## src/rtl/core/hbct_pkg.sv

```systemverilog
// Shared types and constants of the colour-threshold blob tracker.
// No dependencies.
package hbct_pkg;

    localparam int MAX_COLUMNS = 4096;
    localparam int MAX_ROWS    = 4096;

    localparam int CH_W   = 8;   // hue / sat / val
    localparam int POS_W  = 12;  // column, row, centroid
    localparam int CNT_W  = 25;  // pixel count, min area
    localparam int SUM_W  = CNT_W + POS_W;
    localparam int LIM_W  = 15;  // holds the frame limits up to 16384
    localparam int STEP_W = $clog2(POS_W);

    localparam logic [LIM_W-1:0] COL_LIM   = LIM_W'(MAX_COLUMNS);
    localparam logic [LIM_W-1:0] ROW_LIM   = LIM_W'(MAX_ROWS);
    localparam logic [CNT_W-1:0] COUNT_MAX = {CNT_W{1'b1}};

    // frame-record queue
    localparam int Q_DEPTH = 2;
    localparam int Q_PW    = (Q_DEPTH > 1) ? $clog2(Q_DEPTH) : 1;
    localparam int Q_CW    = $clog2(Q_DEPTH + 1);

    // configuration port
    localparam int CFG_IDX_W  = 3;
    localparam int CFG_DATA_W = CNT_W;

    localparam logic [CFG_IDX_W-1:0] CFG_HUE_LOW  = 3'd0;
    localparam logic [CFG_IDX_W-1:0] CFG_HUE_HIGH = 3'd1;
    localparam logic [CFG_IDX_W-1:0] CFG_SAT_LOW  = 3'd2;
    localparam logic [CFG_IDX_W-1:0] CFG_SAT_HIGH = 3'd3;
    localparam logic [CFG_IDX_W-1:0] CFG_VAL_LOW  = 3'd4;
    localparam logic [CFG_IDX_W-1:0] CFG_VAL_HIGH = 3'd5;
    localparam logic [CFG_IDX_W-1:0] CFG_MIN_AREA = 3'd6;

    localparam logic [CH_W-1:0]  RST_HUE_LOW  = 8'd0;
    localparam logic [CH_W-1:0]  RST_HUE_HIGH = 8'd34;
    localparam logic [CH_W-1:0]  RST_SAT_LOW  = 8'd61;
    localparam logic [CH_W-1:0]  RST_SAT_HIGH = 8'd255;
    localparam logic [CH_W-1:0]  RST_VAL_LOW  = 8'd157;
    localparam logic [CH_W-1:0]  RST_VAL_HIGH = 8'd227;
    localparam logic [CNT_W-1:0] RST_MIN_AREA = 25'd1000;

    typedef struct packed {
        logic [CH_W-1:0]  hue_low;
        logic [CH_W-1:0]  hue_high;
        logic [CH_W-1:0]  sat_low;
        logic [CH_W-1:0]  sat_high;
        logic [CH_W-1:0]  val_low;
        logic [CH_W-1:0]  val_high;
        logic [CNT_W-1:0] min_area;
    } t_cfg;

    // per-frame record handed from front to back
    typedef struct packed {
        logic [CNT_W-1:0] count;
        logic [SUM_W-1:0] sum_cols;
        logic [SUM_W-1:0] sum_rows;
    } t_frame;

    typedef struct packed {
        logic             found;
        logic [POS_W-1:0] cent_x;
        logic [POS_W-1:0] cent_y;
        logic [CNT_W-1:0] area;
        logic             segment_valid;
        logic [POS_W-1:0] prev_x;
        logic [POS_W-1:0] prev_y;
    } t_result;

    typedef enum logic [1:0] {
        BK_IDLE,
        BK_DIV,
        BK_LOAD
    } t_back_state;

endpackage

```

## src/rtl/core/hbct_front.sv

```systemverilog
// Front: threshold test and per-frame accumulation, one pixel a cycle while i_accept is high.
// Depends on hbct_pkg.
module hbct_front (
    input  logic                     i_clk,
    input  logic                     i_rst_n,
    input  hbct_pkg::t_cfg           i_cfg,
    input  logic                     i_accept,
    input  logic [hbct_pkg::CH_W-1:0]  i_hue,
    input  logic [hbct_pkg::CH_W-1:0]  i_sat,
    input  logic [hbct_pkg::CH_W-1:0]  i_val,
    input  logic [hbct_pkg::POS_W-1:0] i_col,
    input  logic [hbct_pkg::POS_W-1:0] i_row,
    input  logic                     i_frame_end,
    output logic                     o_push,
    output hbct_pkg::t_frame         o_frame
);
    import hbct_pkg::*;

    logic [CNT_W-1:0] r_count, n_count;
    logic [SUM_W-1:0] r_sum_c, n_sum_c;
    logic [SUM_W-1:0] r_sum_r, n_sum_r;
    logic             match;
    logic             inc;

    always_comb begin
        match = (i_hue >= i_cfg.hue_low) && (i_hue <= i_cfg.hue_high) &&
                (i_sat >= i_cfg.sat_low) && (i_sat <= i_cfg.sat_high) &&
                (i_val >= i_cfg.val_low) && (i_val <= i_cfg.val_high) &&
                (LIM_W'(i_col) < COL_LIM) && (LIM_W'(i_row) < ROW_LIM);
        // count saturates; sums hold with it
        inc = match && (r_count != COUNT_MAX);
        n_count = r_count + CNT_W'(inc);
        n_sum_c = inc ? (r_sum_c + SUM_W'(i_col)) : r_sum_c;
        n_sum_r = inc ? (r_sum_r + SUM_W'(i_row)) : r_sum_r;

        o_push           = i_accept && i_frame_end;
        o_frame.count    = n_count;
        o_frame.sum_cols = n_sum_c;
        o_frame.sum_rows = n_sum_r;
    end

    always_ff @(posedge i_clk) begin
        if (!i_rst_n) begin
            r_count <= '0;
            r_sum_c <= '0;
            r_sum_r <= '0;
        end else if (i_accept) begin
            if (i_frame_end) begin
                r_count <= '0;
                r_sum_c <= '0;
                r_sum_r <= '0;
            end else begin
                r_count <= n_count;
                r_sum_c <= n_sum_c;
                r_sum_r <= n_sum_r;
            end
        end
    end

endmodule

```

## src/rtl/core/hbct_queue.sv

```systemverilog
// Short queue of frame records between front and back.
// Depends on hbct_pkg.
module hbct_queue (
    input  logic             i_clk,
    input  logic             i_rst_n,
    input  logic             i_push,
    input  hbct_pkg::t_frame i_data,
    input  logic             i_pop,
    output hbct_pkg::t_frame o_data,
    output logic             o_full,
    output logic             o_nonempty
);
    import hbct_pkg::*;

    t_frame          r_mem [Q_DEPTH];
    logic [Q_PW-1:0] r_wp;
    logic [Q_PW-1:0] r_rp;
    logic [Q_CW-1:0] r_cnt;

    assign o_full     = (r_cnt == Q_CW'(Q_DEPTH));
    assign o_nonempty = (r_cnt != '0);
    assign o_data     = r_mem[r_rp];

    always_ff @(posedge i_clk) begin
        if (i_push) begin
            r_mem[r_wp] <= i_data;
        end
    end

    always_ff @(posedge i_clk) begin
        if (!i_rst_n) begin
            r_wp  <= '0;
            r_rp  <= '0;
            r_cnt <= '0;
        end else begin
            if (i_push) begin
                r_wp <= (r_wp == Q_PW'(Q_DEPTH - 1)) ? '0 : r_wp + 1'b1;
            end
            if (i_pop) begin
                r_rp <= (r_rp == Q_PW'(Q_DEPTH - 1)) ? '0 : r_rp + 1'b1;
            end
            if (i_push && !i_pop) begin
                r_cnt <= r_cnt + 1'b1;
            end else if (i_pop && !i_push) begin
                r_cnt <= r_cnt - 1'b1;
            end
        end
    end

endmodule

```

## src/rtl/core/hbct_back.sv

```systemverilog
// Back: area test, two bit-serial centroid divisions, track state, output register.
// Depends on hbct_pkg.
module hbct_back (
    input  logic              i_clk,
    input  logic              i_rst_n,
    input  logic [hbct_pkg::CNT_W-1:0] i_min_area,
    input  logic              i_q_nonempty,
    input  hbct_pkg::t_frame  i_q_data,
    output logic              o_q_pop,
    output logic              o_valid,
    input  logic              i_stall,
    output hbct_pkg::t_result o_result
);
    import hbct_pkg::*;

    t_back_state       r_state, n_state;
    logic [CNT_W-1:0]  r_count;
    logic              r_found;
    logic [SUM_W-1:0]  r_rem_x;
    logic [SUM_W-1:0]  r_rem_y;
    logic [SUM_W-1:0]  r_dvs;
    logic [POS_W-1:0]  r_qx;
    logic [POS_W-1:0]  r_qy;
    logic [STEP_W-1:0] r_step;
    logic [POS_W-1:0]  r_last_x;
    logic [POS_W-1:0]  r_last_y;
    logic              r_have_last;
    logic              r_out_valid;
    t_result           r_out;
    logic              head_found;
    logic              ge_x;
    logic              ge_y;
    logic              out_free;
    logic              load;

    assign o_valid  = r_out_valid;
    assign o_result = r_out;

    always_comb begin
        head_found = (i_q_data.count > i_min_area) && (i_q_data.count != '0);
        ge_x       = (r_rem_x >= r_dvs);
        ge_y       = (r_rem_y >= r_dvs);
        out_free   = !r_out_valid || !i_stall;
        o_q_pop    = 1'b0;
        load       = 1'b0;
        n_state    = r_state;
        case (r_state)
            BK_IDLE: begin
                if (i_q_nonempty) begin
                    o_q_pop = 1'b1;
                    n_state = head_found ? BK_DIV : BK_LOAD;
                end
            end
            BK_DIV: begin
                if (r_step == '0) begin
                    n_state = BK_LOAD;
                end
            end
            BK_LOAD: begin
                if (out_free) begin
                    load    = 1'b1;
                    n_state = BK_IDLE;
                end
            end
            default: n_state = BK_IDLE;
        endcase
    end

    always_ff @(posedge i_clk) begin
        if (!i_rst_n) begin
            r_state     <= BK_IDLE;
            r_last_x    <= '0;
            r_last_y    <= '0;
            r_have_last <= 1'b0;
            r_out_valid <= 1'b0;
        end else begin
            r_state <= n_state;
            if (load) begin
                r_out_valid <= 1'b1;
                if (r_found) begin
                    r_last_x    <= r_qx;
                    r_last_y    <= r_qy;
                    r_have_last <= 1'b1;
                end
            end else if (!i_stall) begin
                r_out_valid <= 1'b0;
            end
        end
    end

    // datapath: quotient fits POS_W bits since every sum term is below MAX_COLUMNS
    always_ff @(posedge i_clk) begin
        if (o_q_pop) begin
            r_count <= i_q_data.count;
            r_found <= head_found;
            r_rem_x <= i_q_data.sum_cols;
            r_rem_y <= i_q_data.sum_rows;
            r_dvs   <= {1'b0, i_q_data.count, {(POS_W - 1){1'b0}}};
            r_qx    <= '0;
            r_qy    <= '0;
            r_step  <= STEP_W'(POS_W - 1);
        end else if (r_state == BK_DIV) begin
            r_rem_x <= ge_x ? (r_rem_x - r_dvs) : r_rem_x;
            r_rem_y <= ge_y ? (r_rem_y - r_dvs) : r_rem_y;
            r_qx    <= {r_qx[POS_W-2:0], ge_x};
            r_qy    <= {r_qy[POS_W-2:0], ge_y};
            r_dvs   <= r_dvs >> 1;
            r_step  <= r_step - 1'b1;
        end
        if (load) begin
            r_out.found         <= r_found;
            r_out.cent_x        <= r_found ? r_qx : '0;
            r_out.cent_y        <= r_found ? r_qy : '0;
            r_out.area          <= r_count;
            r_out.segment_valid <= r_found && r_have_last;
            r_out.prev_x        <= r_last_x;
            r_out.prev_y        <= r_last_y;
        end
    end

endmodule

```

## src/rtl/core/hsv_blob_centroid_tracker.sv

```systemverilog
// Colour-threshold blob centroid tracker: takes one HSV pixel word per cycle and,
// on the pixel marked frame_end, returns one result word with the matching area,
// the centroid (when the area exceeds min_area), the previously stored position
// and whether a track segment exists. The front accepts a pixel every cycle; it
// stalls only while the two-entry queue of frame records is full. Each frame
// record occupies the back for a pop, 12 divide steps and a load when an object
// is found, or a pop and a load when not, plus any time the output word waits
// on i_stall; so frames shorter than that time only ride on the queue.
// Depends on hbct_pkg, hbct_front, hbct_queue and hbct_back.
module hsv_blob_centroid_tracker (
    input  logic                                i_clk,
    input  logic                                i_rst_n,
    // configuration write port
    input  logic                                i_cfg_we,
    input  logic [hbct_pkg::CFG_IDX_W-1:0]      i_cfg_idx,
    input  logic [hbct_pkg::CFG_DATA_W-1:0]     i_cfg_data,
    // pixel channel
    input  logic                                i_valid,
    output logic                                o_stall,
    input  logic [hbct_pkg::CH_W-1:0]           i_hue,
    input  logic [hbct_pkg::CH_W-1:0]           i_sat,
    input  logic [hbct_pkg::CH_W-1:0]           i_val,
    input  logic [hbct_pkg::POS_W-1:0]          i_col,
    input  logic [hbct_pkg::POS_W-1:0]          i_row,
    input  logic                                i_frame_end,
    // result channel
    output logic                                o_valid,
    input  logic                                i_stall,
    output logic                                o_found,
    output logic [hbct_pkg::POS_W-1:0]          o_cent_x,
    output logic [hbct_pkg::POS_W-1:0]          o_cent_y,
    output logic [hbct_pkg::CNT_W-1:0]          o_area,
    output logic                                o_segment_valid,
    output logic [hbct_pkg::POS_W-1:0]          o_prev_x,
    output logic [hbct_pkg::POS_W-1:0]          o_prev_y
);
    import hbct_pkg::*;

    t_cfg    r_cfg;
    logic    accept;
    logic    push;
    t_frame  push_data;
    t_frame  head;
    logic    q_full;
    logic    q_nonempty;
    logic    q_pop;
    t_result result;

    // Configuration registers; the user must write them only while the block is idle (not enforced here).
    always_ff @(posedge i_clk) begin
        if (!i_rst_n) begin
            r_cfg.hue_low  <= RST_HUE_LOW;
            r_cfg.hue_high <= RST_HUE_HIGH;
            r_cfg.sat_low  <= RST_SAT_LOW;
            r_cfg.sat_high <= RST_SAT_HIGH;
            r_cfg.val_low  <= RST_VAL_LOW;
            r_cfg.val_high <= RST_VAL_HIGH;
            r_cfg.min_area <= RST_MIN_AREA;
        end else if (i_cfg_we) begin
            case (i_cfg_idx)
                CFG_HUE_LOW:  r_cfg.hue_low  <= i_cfg_data[CH_W-1:0];
                CFG_HUE_HIGH: r_cfg.hue_high <= i_cfg_data[CH_W-1:0];
                CFG_SAT_LOW:  r_cfg.sat_low  <= i_cfg_data[CH_W-1:0];
                CFG_SAT_HIGH: r_cfg.sat_high <= i_cfg_data[CH_W-1:0];
                CFG_VAL_LOW:  r_cfg.val_low  <= i_cfg_data[CH_W-1:0];
                CFG_VAL_HIGH: r_cfg.val_high <= i_cfg_data[CH_W-1:0];
                CFG_MIN_AREA: r_cfg.min_area <= i_cfg_data[CNT_W-1:0];
                default: ;  // unused index: write dropped
            endcase
        end
    end

    // Back-pressure only when the frame-record queue has no room.
    assign o_stall = q_full;
    assign accept  = i_valid && !o_stall;

    hbct_front u_front (
        .i_clk       (i_clk),
        .i_rst_n     (i_rst_n),
        .i_cfg       (r_cfg),
        .i_accept    (accept),
        .i_hue       (i_hue),
        .i_sat       (i_sat),
        .i_val       (i_val),
        .i_col       (i_col),
        .i_row       (i_row),
        .i_frame_end (i_frame_end),
        .o_push      (push),
        .o_frame     (push_data)
    );

    hbct_queue u_queue (
        .i_clk      (i_clk),
        .i_rst_n    (i_rst_n),
        .i_push     (push),
        .i_data     (push_data),
        .i_pop      (q_pop),
        .o_data     (head),
        .o_full     (q_full),
        .o_nonempty (q_nonempty)
    );

    hbct_back u_back (
        .i_clk        (i_clk),
        .i_rst_n      (i_rst_n),
        .i_min_area   (r_cfg.min_area),
        .i_q_nonempty (q_nonempty),
        .i_q_data     (head),
        .o_q_pop      (q_pop),
        .o_valid      (o_valid),
        .i_stall      (i_stall),
        .o_result     (result)
    );

    assign o_found         = result.found;
    assign o_cent_x        = result.cent_x;
    assign o_cent_y        = result.cent_y;
    assign o_area          = result.area;
    assign o_segment_valid = result.segment_valid;
    assign o_prev_x        = result.prev_x;
    assign o_prev_y        = result.prev_y;

endmodule

```

## config.mk

```make
export PLATFORM = sky130hd
export DESIGN_NAME = hsv_blob_centroid_tracker
export DESIGN_NICKNAME = d
export VERILOG_FILES = /design/src/rtl/core/hbct_pkg.sv /design/src/rtl/core/hbct_front.sv /design/src/rtl/core/hbct_queue.sv /design/src/rtl/core/hbct_back.sv /design/src/rtl/core/hsv_blob_centroid_tracker.sv
export SDC_FILE = /design/constraint.sdc
export NUM_CORES = 1
export LEC_CHECK = 0
export ABC_AREA = 0
export ABC_CLOCK_PERIOD_IN_PS = 18600
export BUFFER_PORTS_ARGS = -buffer_cell sky130_fd_sc_hd__buf_2
export CORE_MARGIN = 2
export CORE_UTILIZATION = 59
export CTS_BUF_LIST = sky130_fd_sc_hd__clkbuf_8
export DETAILED_ROUTE_END_ITERATION = 16
export PLACE_DENSITY = 0.77
export SLEW_MARGIN = 40
export SYNTH_ARGS = -nofsm -noshare
export SYNTH_HDL_FRONTEND = slang
export SYNTH_SLANG_ARGS = --single-unit
```

## constraint.sdc

```tcl
create_clock -name i_clk -period 18.6 [get_ports i_clk]
set_input_delay 2.79 -clock i_clk [delete_from_list [all_inputs] [get_ports i_clk]]
set_output_delay 2.79 -clock i_clk [all_outputs]
set_load 0.005 [all_outputs]
```

==> results.py, run 1 <==
metrics = {
    "clock_tree": {
        "postCtsSetupRepairBufs": 0,
        "clk_latency_ns": 0.72,
        "clockBufferDepth": 3,
        "cts.repair.resized": 0,
        "htreeDepth": 3,
        "clkTransAtPathRegs_ns": 0.07,
        "cts_tree": "built",
        "cts_root_buffer": "clkbuf_8",
        "clock_sink_count": 642,
        "cts_buffers": 101,
        "cts-hold-fix-buffers": 0,
    },
    "timing": {
        "setup_ws_ns": 11.50,
        "period_minus_slack_ns": 7.104,
        "fmax_ghz": 0.1408,
        "final.setup.tns_ns": 0,
        "worstMarginPinSlew_ns": 0.9497,
        "skew_ns": 0.04215,
        "min_period_over_period_pct": 38.19,
        "finalHoldViolations": 0,
        "rsz0062_at_grt": "no",
        "hold_ws_ns": 0.4146,
        "drv_slew": 0,
        "worst_slew_margin_rel_pct": 36.10,
        "finalSetupViolCount": 0,
    },
    "pwr": {
        "pwr-share-comb_pct": 42.2,
        "pwr-share-seq_pct": 35.6,
        "p_clk_share_pct": 22.2,
        "p_leak_uw": 0.01408,
        "power.internal_uw": 3457,
        "netSwitchingFraction_pct": 38.84,
        "powerDensity_nw_per_um2": 157.8,
        "p_sw_uw": 2196,
        "vdd_drop_max_mv": 0.08429,
    },
    "synth": {
        "ys_warn_count": 0,
        "syn_area_per_cell_um2": 10.23,
        "synth_nets": 3408,
        "synth_top_cell_by_area": "edfxtp_1",
        "synth_area_leaders": "edfxtp_1 37%, dfxtp_1 15%, ha_1 6.7%, nand2_1 5.3%, a21oi_1 4.0%",
        "synthesis.area_um2": 32230,
        "synth_top_area_share_pct": 37.09,
        "synthFlopType": "edfxtp_1",
        "synth.distinct_cells": 85,
        "synth_edf_count": 398,
        "ys_ff_latch": 642,
        "synthArstFlopShare_pct": 0,
        "syn_inst": 3149,
        "ys_seq_area_share_pct": 52.24,
    },
    "floorplan": {
        "io_pins": 159,
        "die_h_um": 237.7,
        "num_rows": 85,
        "chipWidth_um": 237.7,
        "start_util_pct": 59.77,
        "dieArea_um2": 56510,
        "core_area_um2": 53920,
    },
    "route": {
        "wl_per_cell_um": 20.26,
        "routed_wl_um": 82410,
        "vias_per_cell": 6.147,
        "first_pass_iters": 6,
        "num_vias": 25000,
        "drt_iter0_markers": 2741,
        "drc": 0,
        "drtAntennaViolNets": 0,
    },
    "grt": {
        "grt_pass1_vias": 23770,
        "antenna_found_initial": 2,
        "grt_util_all_layers_pct": 28.58,
        "grt_pass1_wl_um": 128000,
        "grt_max_degree": 86,
        "overflow": 0,
    },
    "setup_path": {
        "required_ns": 19.18,
        "critPathTopFamily": "simple AND/OR/NAND/NOR gates",
        "start_kind": "primary input",
        "slowest_stage": "nor4_2",
        "critPathKind": "primary input to flip-flop",
        "crit_arrival_ns": 7.69,
        "end_kind": "flip-flop",
        "path_cells": "buf_2 -> ha_1 -> nor2b_1 -> o21ai_1 -> nand2b_1 -> a21oi_1 -> o31ai_2 -> nor4_2 -> nand2_2 -> inv_1 -> ha_1 -> nand3_1 -> nor2_1 -> nand2_1 -> nor3_1 -> and4_1 -> o21ai_0 -> a22oi_1 -> nor2_1",
        "cp_max_fo": 28,
        "crit_buf_inv": 2,
        "max_stage_delay_ns": 0.66,
    },
    "hold_path": {
        "hold_class": "flip-flop to flip-flop",
    },
    "final_layout": {
        "finish.utilization_pct": 66.42,
        "layout_common_cells": "450 x nand2_1, 398 x edfxtp_1, 257 x a21oi_1, 243 x dfxtp_1, 220 x inv_1",
        "n_antenna_cell": 0,
        "layout_commonest_cell": "nand2_1",
        "drive_gt1_share_pct": 12.25,
        "area_growth_pct": 11.13,
        "nets": 3542,
    },
    "placed_design": {
        "place_hpwl_um": 57980,
        "io_buffers": 158,
        "dp_slack_ns": 10.85,
        "place_congestion": 0.9551,
    },
    "job": {
        "drv_cap": 0,
    },
    "status": {
        "outcome": "complete, no violations",
    },
}
## metal layers
| layer | GRT usage [%] | wire length (um) | part of all wire [%] |
|---|---|---|---|
| met2 | 45.08 | 38070 | 46 |
| met4 | 10.86 | 2624 | 3.2 |
| met5 | 0 | 0 | 0 |
| met1 | 40.03 | 35170 | 43 |
| met3 | 4.343 | 6542 | 7.9 |
## synth_stat cells (39+ instances only)
master    count
clkbuf_1    118
and2_1       39
mux2i_1      68
a21oi_1     258
nor3_1       43
nand3_1      66
ha_1        173
xnor2_1      88
nand2_1     454
nor2_1      153
o211ai_1     47
inv_1       179
xor2_1       67
dfxtp_1     244
edfxtp_1    398
o21ai_0     128
a21o_1       75
## power groups by stage
stage | sequential [uW] | clock [uW] | combinational (uW)
final | 2010 | 1260 | 2390
after global routing | 2030 | 1340 | 2610
after CTS | 2010 | 1270 | 2330
after detailed placement | 2040 | 0 | 2310
after global placement | 2030 | 0 | 2240
after floorplan | 2010 | 0 | 1730
## cells by family (layout without fill, tap and decap cells)
family                     Yosys count  after routing  synth area share [%]
AOI/OAI and AO/OA                  767            767                 15.16
and+or+nand+nor                    978            978                 14.26
adders and majority gates          177            177                 6.965
buffers and inverters              331            554                 3.960
muxes                               99             99                 3.195
DFF                                642            642                 52.24
xor gates and xnor gates           155            155                 4.212
## through the flow
step,cells,instance area [um^2],power [uW]
after floorplan,3149,32230,3736
final,4068,35810,5653
after global placement,3873,33510,4267
after CTS,4067,35770,5620
after global routing,4068,35810,5980
after detailed placement,3875,33620,4352
## flip-flops by register name, indices dropped and copies added (netlist names), 36 cells and up, named ones only
register	cells
u_back.r_rem_y	37
r_cfg	73
u_back.r_rem_x	37
u_front.r_sum_r	37
u_back.o_result	75
u_queue.r_mem	198
u_front.r_sum_c	37
u_back.r_dvs	36
## worst register-to-register path: stages, from the launching register on
cell and delay [ns]:
dfxtp_1 0.30, inv_1 0.06, ha_1 0.29, nor2b_1 0.15
o21ai_1 0.15, nand2b_1 0.08, a21oi_1 0.20, o31ai_2 0.15
nor4_2 0.67, nand2_2 0.54, inv_1 0.39, ha_1 0.28
nand3_1 0.10, nor2_1 0.38, nand2_1 0.14, nor3_1 0.48
and4_1 0.35, o21ai_0 0.12, a22oi_1 0.25, nor2_1 0.05
## path summary, 6_finish.rpt
path	from	end	slack (ns)	depth (start not counted)
worst max-delay path	i_hue[1]	u_front.r_count[19]	11.50	19
worst min-delay path	u_back.r_count[3]	u_back.o_result[28]	0.41	0
worst max register to register	r_cfg[58]	u_front.r_count[19]	13.35	19
worst min register to register	u_back.r_count[3]	u_back.o_result[28]	0.41	0
## area by class of cell
type / instances / area (um^2)
Clock buffer: 113 / 1555
Clock inverter: 79 / 593.1
Fill cell: 4064 / 18110
Inverter: 180 / 679.4
Multi-Input combinational cell: 2176 / 14240
Sequential cell: 642 / 16840
Tap cell: 696 / 870.8
Timing Repair Buffer: 182 / 1037
No activity file was read; power rests on OpenSTA's default activity.
==> run 2, diff against run 1 <==
--- a/config.mk
+++ b/config.mk
@@ -6,7 +6,7 @@
 export NUM_CORES = 1
 export LEC_CHECK = 0
 export ABC_AREA = 0
-export ABC_CLOCK_PERIOD_IN_PS = 18600
+export ABC_CLOCK_PERIOD_IN_PS = 7200
 export BUFFER_PORTS_ARGS = -buffer_cell sky130_fd_sc_hd__buf_2
 export CORE_MARGIN = 2
 export CORE_UTILIZATION = 59
==> constraint.sdc (replaced) <==
create_clock -name i_clk -period 7.2 [get_ports i_clk]
set_input_delay 1.08 -clock i_clk [delete_from_list [all_inputs] [get_ports i_clk]]
set_output_delay 1.08 -clock i_clk [all_outputs]
set_load 0.005 [all_outputs]
==> run 2 against run 1 <==
Against the previous run:
- largest power group unchanged
- core utilization is essentially flat
- clock power increased to 2.5 times the previous value
- setup slack worse by 9.1 ns
- combinational power rose to 2.6 times the previous value
- sequential power increased to 2.6 times the previous value
- global-route usage up 0.19 points
- first-iteration DRC count is 7.9% lower
- flip-flop and latch count unchanged
- highest routed layer is now met5
- critical path type unchanged
- power grew to 2.6 times the previous value
- critical path depth is 2 higher
==> results.py, run 2 (synthesis results as in run 1) <==
metrics = {
    "status": {
        "outcome": "complete, no violations",
    },
    "floorplan": {
        "dieArea_um2": 56510,
        "num_rows": 85,
        "start_util_pct": 59.77,
        "chipWidth_um": 237.7,
        "core_area_um2": 53920,
        "die_h_um": 237.7,
        "io_pins": 159,
    },
    "final_layout": {
        "drive_gt1_share_pct": 12.60,
        "fillers": 4044,
        "nets": 3549,
        "layout_common_cells": "451 x nand2_1, 398 x edfxtp_1, 257 x a21oi_1, 243 x dfxtp_1, 208 x inv_1",
        "area_growth_pct": 11.07,
        "layout_commonest_cell": "nand2_1",
        "finalNonFillerCells": 4077,
        "largest-register": "u_queue.r_mem",
        "largest_reg_flops": 198,
    },
    "setup_path": {
        "ff2ff_path_depth": 20,
        "critPathTopFamily": "simple AND/OR/NAND/NOR gates",
        "path_cells": "buf_2 -> inv_1 -> ha_1 -> nand2b_1 -> a21o_1 -> a21o_1 -> a21oi_1 -> o21ai_0 -> o2111a_1 -> nand2_1 -> buf_4 -> inv_1 -> ha_1 -> nand3_1 -> nor2_1 -> nand2_1 -> nor3_1 -> and4_1 -> o21ai_0 -> a22oi_1 -> nor2_1",
        "crit_cells": 21,
        "cp_max_fo": 28,
        "start_kind": "primary input",
        "slowest_stage": "o2111a_1",
        "critPathKind": "primary input to flip-flop",
        "required_ns": 7.78,
        "crit_buf_inv": 4,
        "end_kind": "flip-flop",
        "crit_arrival_ns": 5.39,
        "max_stage_delay_ns": 0.55,
    },
    "clock_tree": {
        "htreeDepth": 3,
        "cts-hold-fix-buffers": 0,
        "clk_latency_ns": 0.75,
        "cts_tree": "built",
        "clock_sink_count": 642,
        "postCtsSetupRepairBufs": 0,
        "clkTransAtPathRegs_ns": 0.06,
        "cts_buffers": 103,
        "clockBufferDepth": 3,
        "cts.repair.resized": 0,
        "cts_root_buffer": "clkbuf_8",
    },
    "placed_design": {
        "dpl.cell_count": 3878,
        "io_buffers": 158,
        "place_congestion": 0.9338,
        "place_hpwl_um": 58490,
    },
    "route": {
        "routed_wl_um": 82510,
        "drc": 0,
        "first_pass_iters": 8,
        "vias_per_cell": 6.056,
        "wl_per_cell_um": 20.24,
        "num_vias": 24690,
        "drt_iter0_markers": 2524,
        "drtAntennaViolNets": 0,
    },
    "grt": {
        "antenna_found_initial": 2,
        "overflow": 0,
        "grt_pass1_vias": 23630,
        "grt_pass1_wl_um": 127700,
        "grt_max_degree": 86,
        "grt_util_all_layers_pct": 28.77,
    },
    "timing": {
        "drv_slew": 0,
        "worst_slew_margin_rel_pct": 41.32,
        "rsz0062_at_grt": "no",
        "finalHoldViolations": 0,
        "final.setup.tns_ns": 0,
        "worstMarginPinSlew_ns": 0.8769,
        "fmax_ghz": 0.2079,
        "finalSetupViolCount": 0,
        "skew_ns": 0.06356,
        "period_minus_slack_ns": 4.809,
        "min_period_over_period_pct": 66.79,
    },
    "pwr": {
        "vdd_drop_max_mv": 0.3145,
        "powerDensity_nw_per_um2": 405.3,
        "pwr-share-seq_pct": 35.9,
        "power.internal_uw": 8830,
        "p_sw_uw": 5676,
        "netSwitchingFraction_pct": 39.13,
        "pwr-share-comb_pct": 42.3,
        "p_clk_share_pct": 21.8,
        "p_leak_uw": 0.01405,
        "power_uw": 14510,
    },
    "hold_path": {
        "hold_depth": 0,
        "hold_class": "flip-flop to flip-flop",
    },
    "job": {
        "drv_cap": 0,
    },
}
-- run 2: cell types whose count changed in the layout (fill, tap and decap cells not counted), moves of 3 or more --
cell	previous run	this run
clkbuf_8	113	120
clkinv_1	11	15
inv_1	220	208
buf_4	16	22
clkinv_8	0	3
clkinv_2	11	21
bufinv_16	8	3
-- run 2: power groups by stage --
stage               sequential (uW)  combinational [uW]  clock [uW]
global placement               5260                5790           0
detailed placement             5280                5950           0
floorplan                      5190                4460           0
global route                   5260                6730        3370
finish                         5200                6140        3160
CTS                            5210                6010        3210
-- run 2: layout make-up --
type	instances	area (um^2)	share of cell area, %
Antenna cell	1	2.502	0.006991
Clock buffer	119	1638	4.576
Sequential cell	642	16840	47.05
Timing Repair Buffer	187	1066	2.978
Multi-Input combinational cell	2176	14210	39.71
Clock inverter	76	483.0	1.349
Inverter	180	679.4	1.898
Tap cell	696	870.8	2.433
-- run 2: worst paths after layout --
kind / startpoint / to / slack, ns
hold / removal: u_back.r_count[3] / u_back.o_result[28] / 0.39
hold reg to reg: u_back.r_count[3] / u_back.o_result[28] / 0.39
setup reg to reg: r_cfg[58] / u_front.r_count[19] / 2.52
setup / recovery: i_sat[0] / u_front.r_count[19] / 2.39
-- run 2: routing by layer --
layer  GRT usage (%)  up-vias  wire length [um]
li1                -    11700                 -
met1           40.21    11770             35440
met2           45.46     1052             37920
met3           3.786      170              6370
met4           11.99        2              2767
met5               0        -                13
-- run 2: stage by stage --
stage | hold slack [ns] | util (%) | instance area, um^2 | worst slack [ns]
floorplan | 0.4003 | - | 32230 | 0.9990
global route | 0.4056 | 66.38 | 35790 | 1.948
global placement | 0.4036 | 62.20 | 33540 | 1.766
CTS | 0.3995 | 66.25 | 35720 | 2.456
finish | 0.3883 | 66.38 | 35790 | 2.391
detailed placement | 0.4045 | 62.31 | 33600 | 1.686
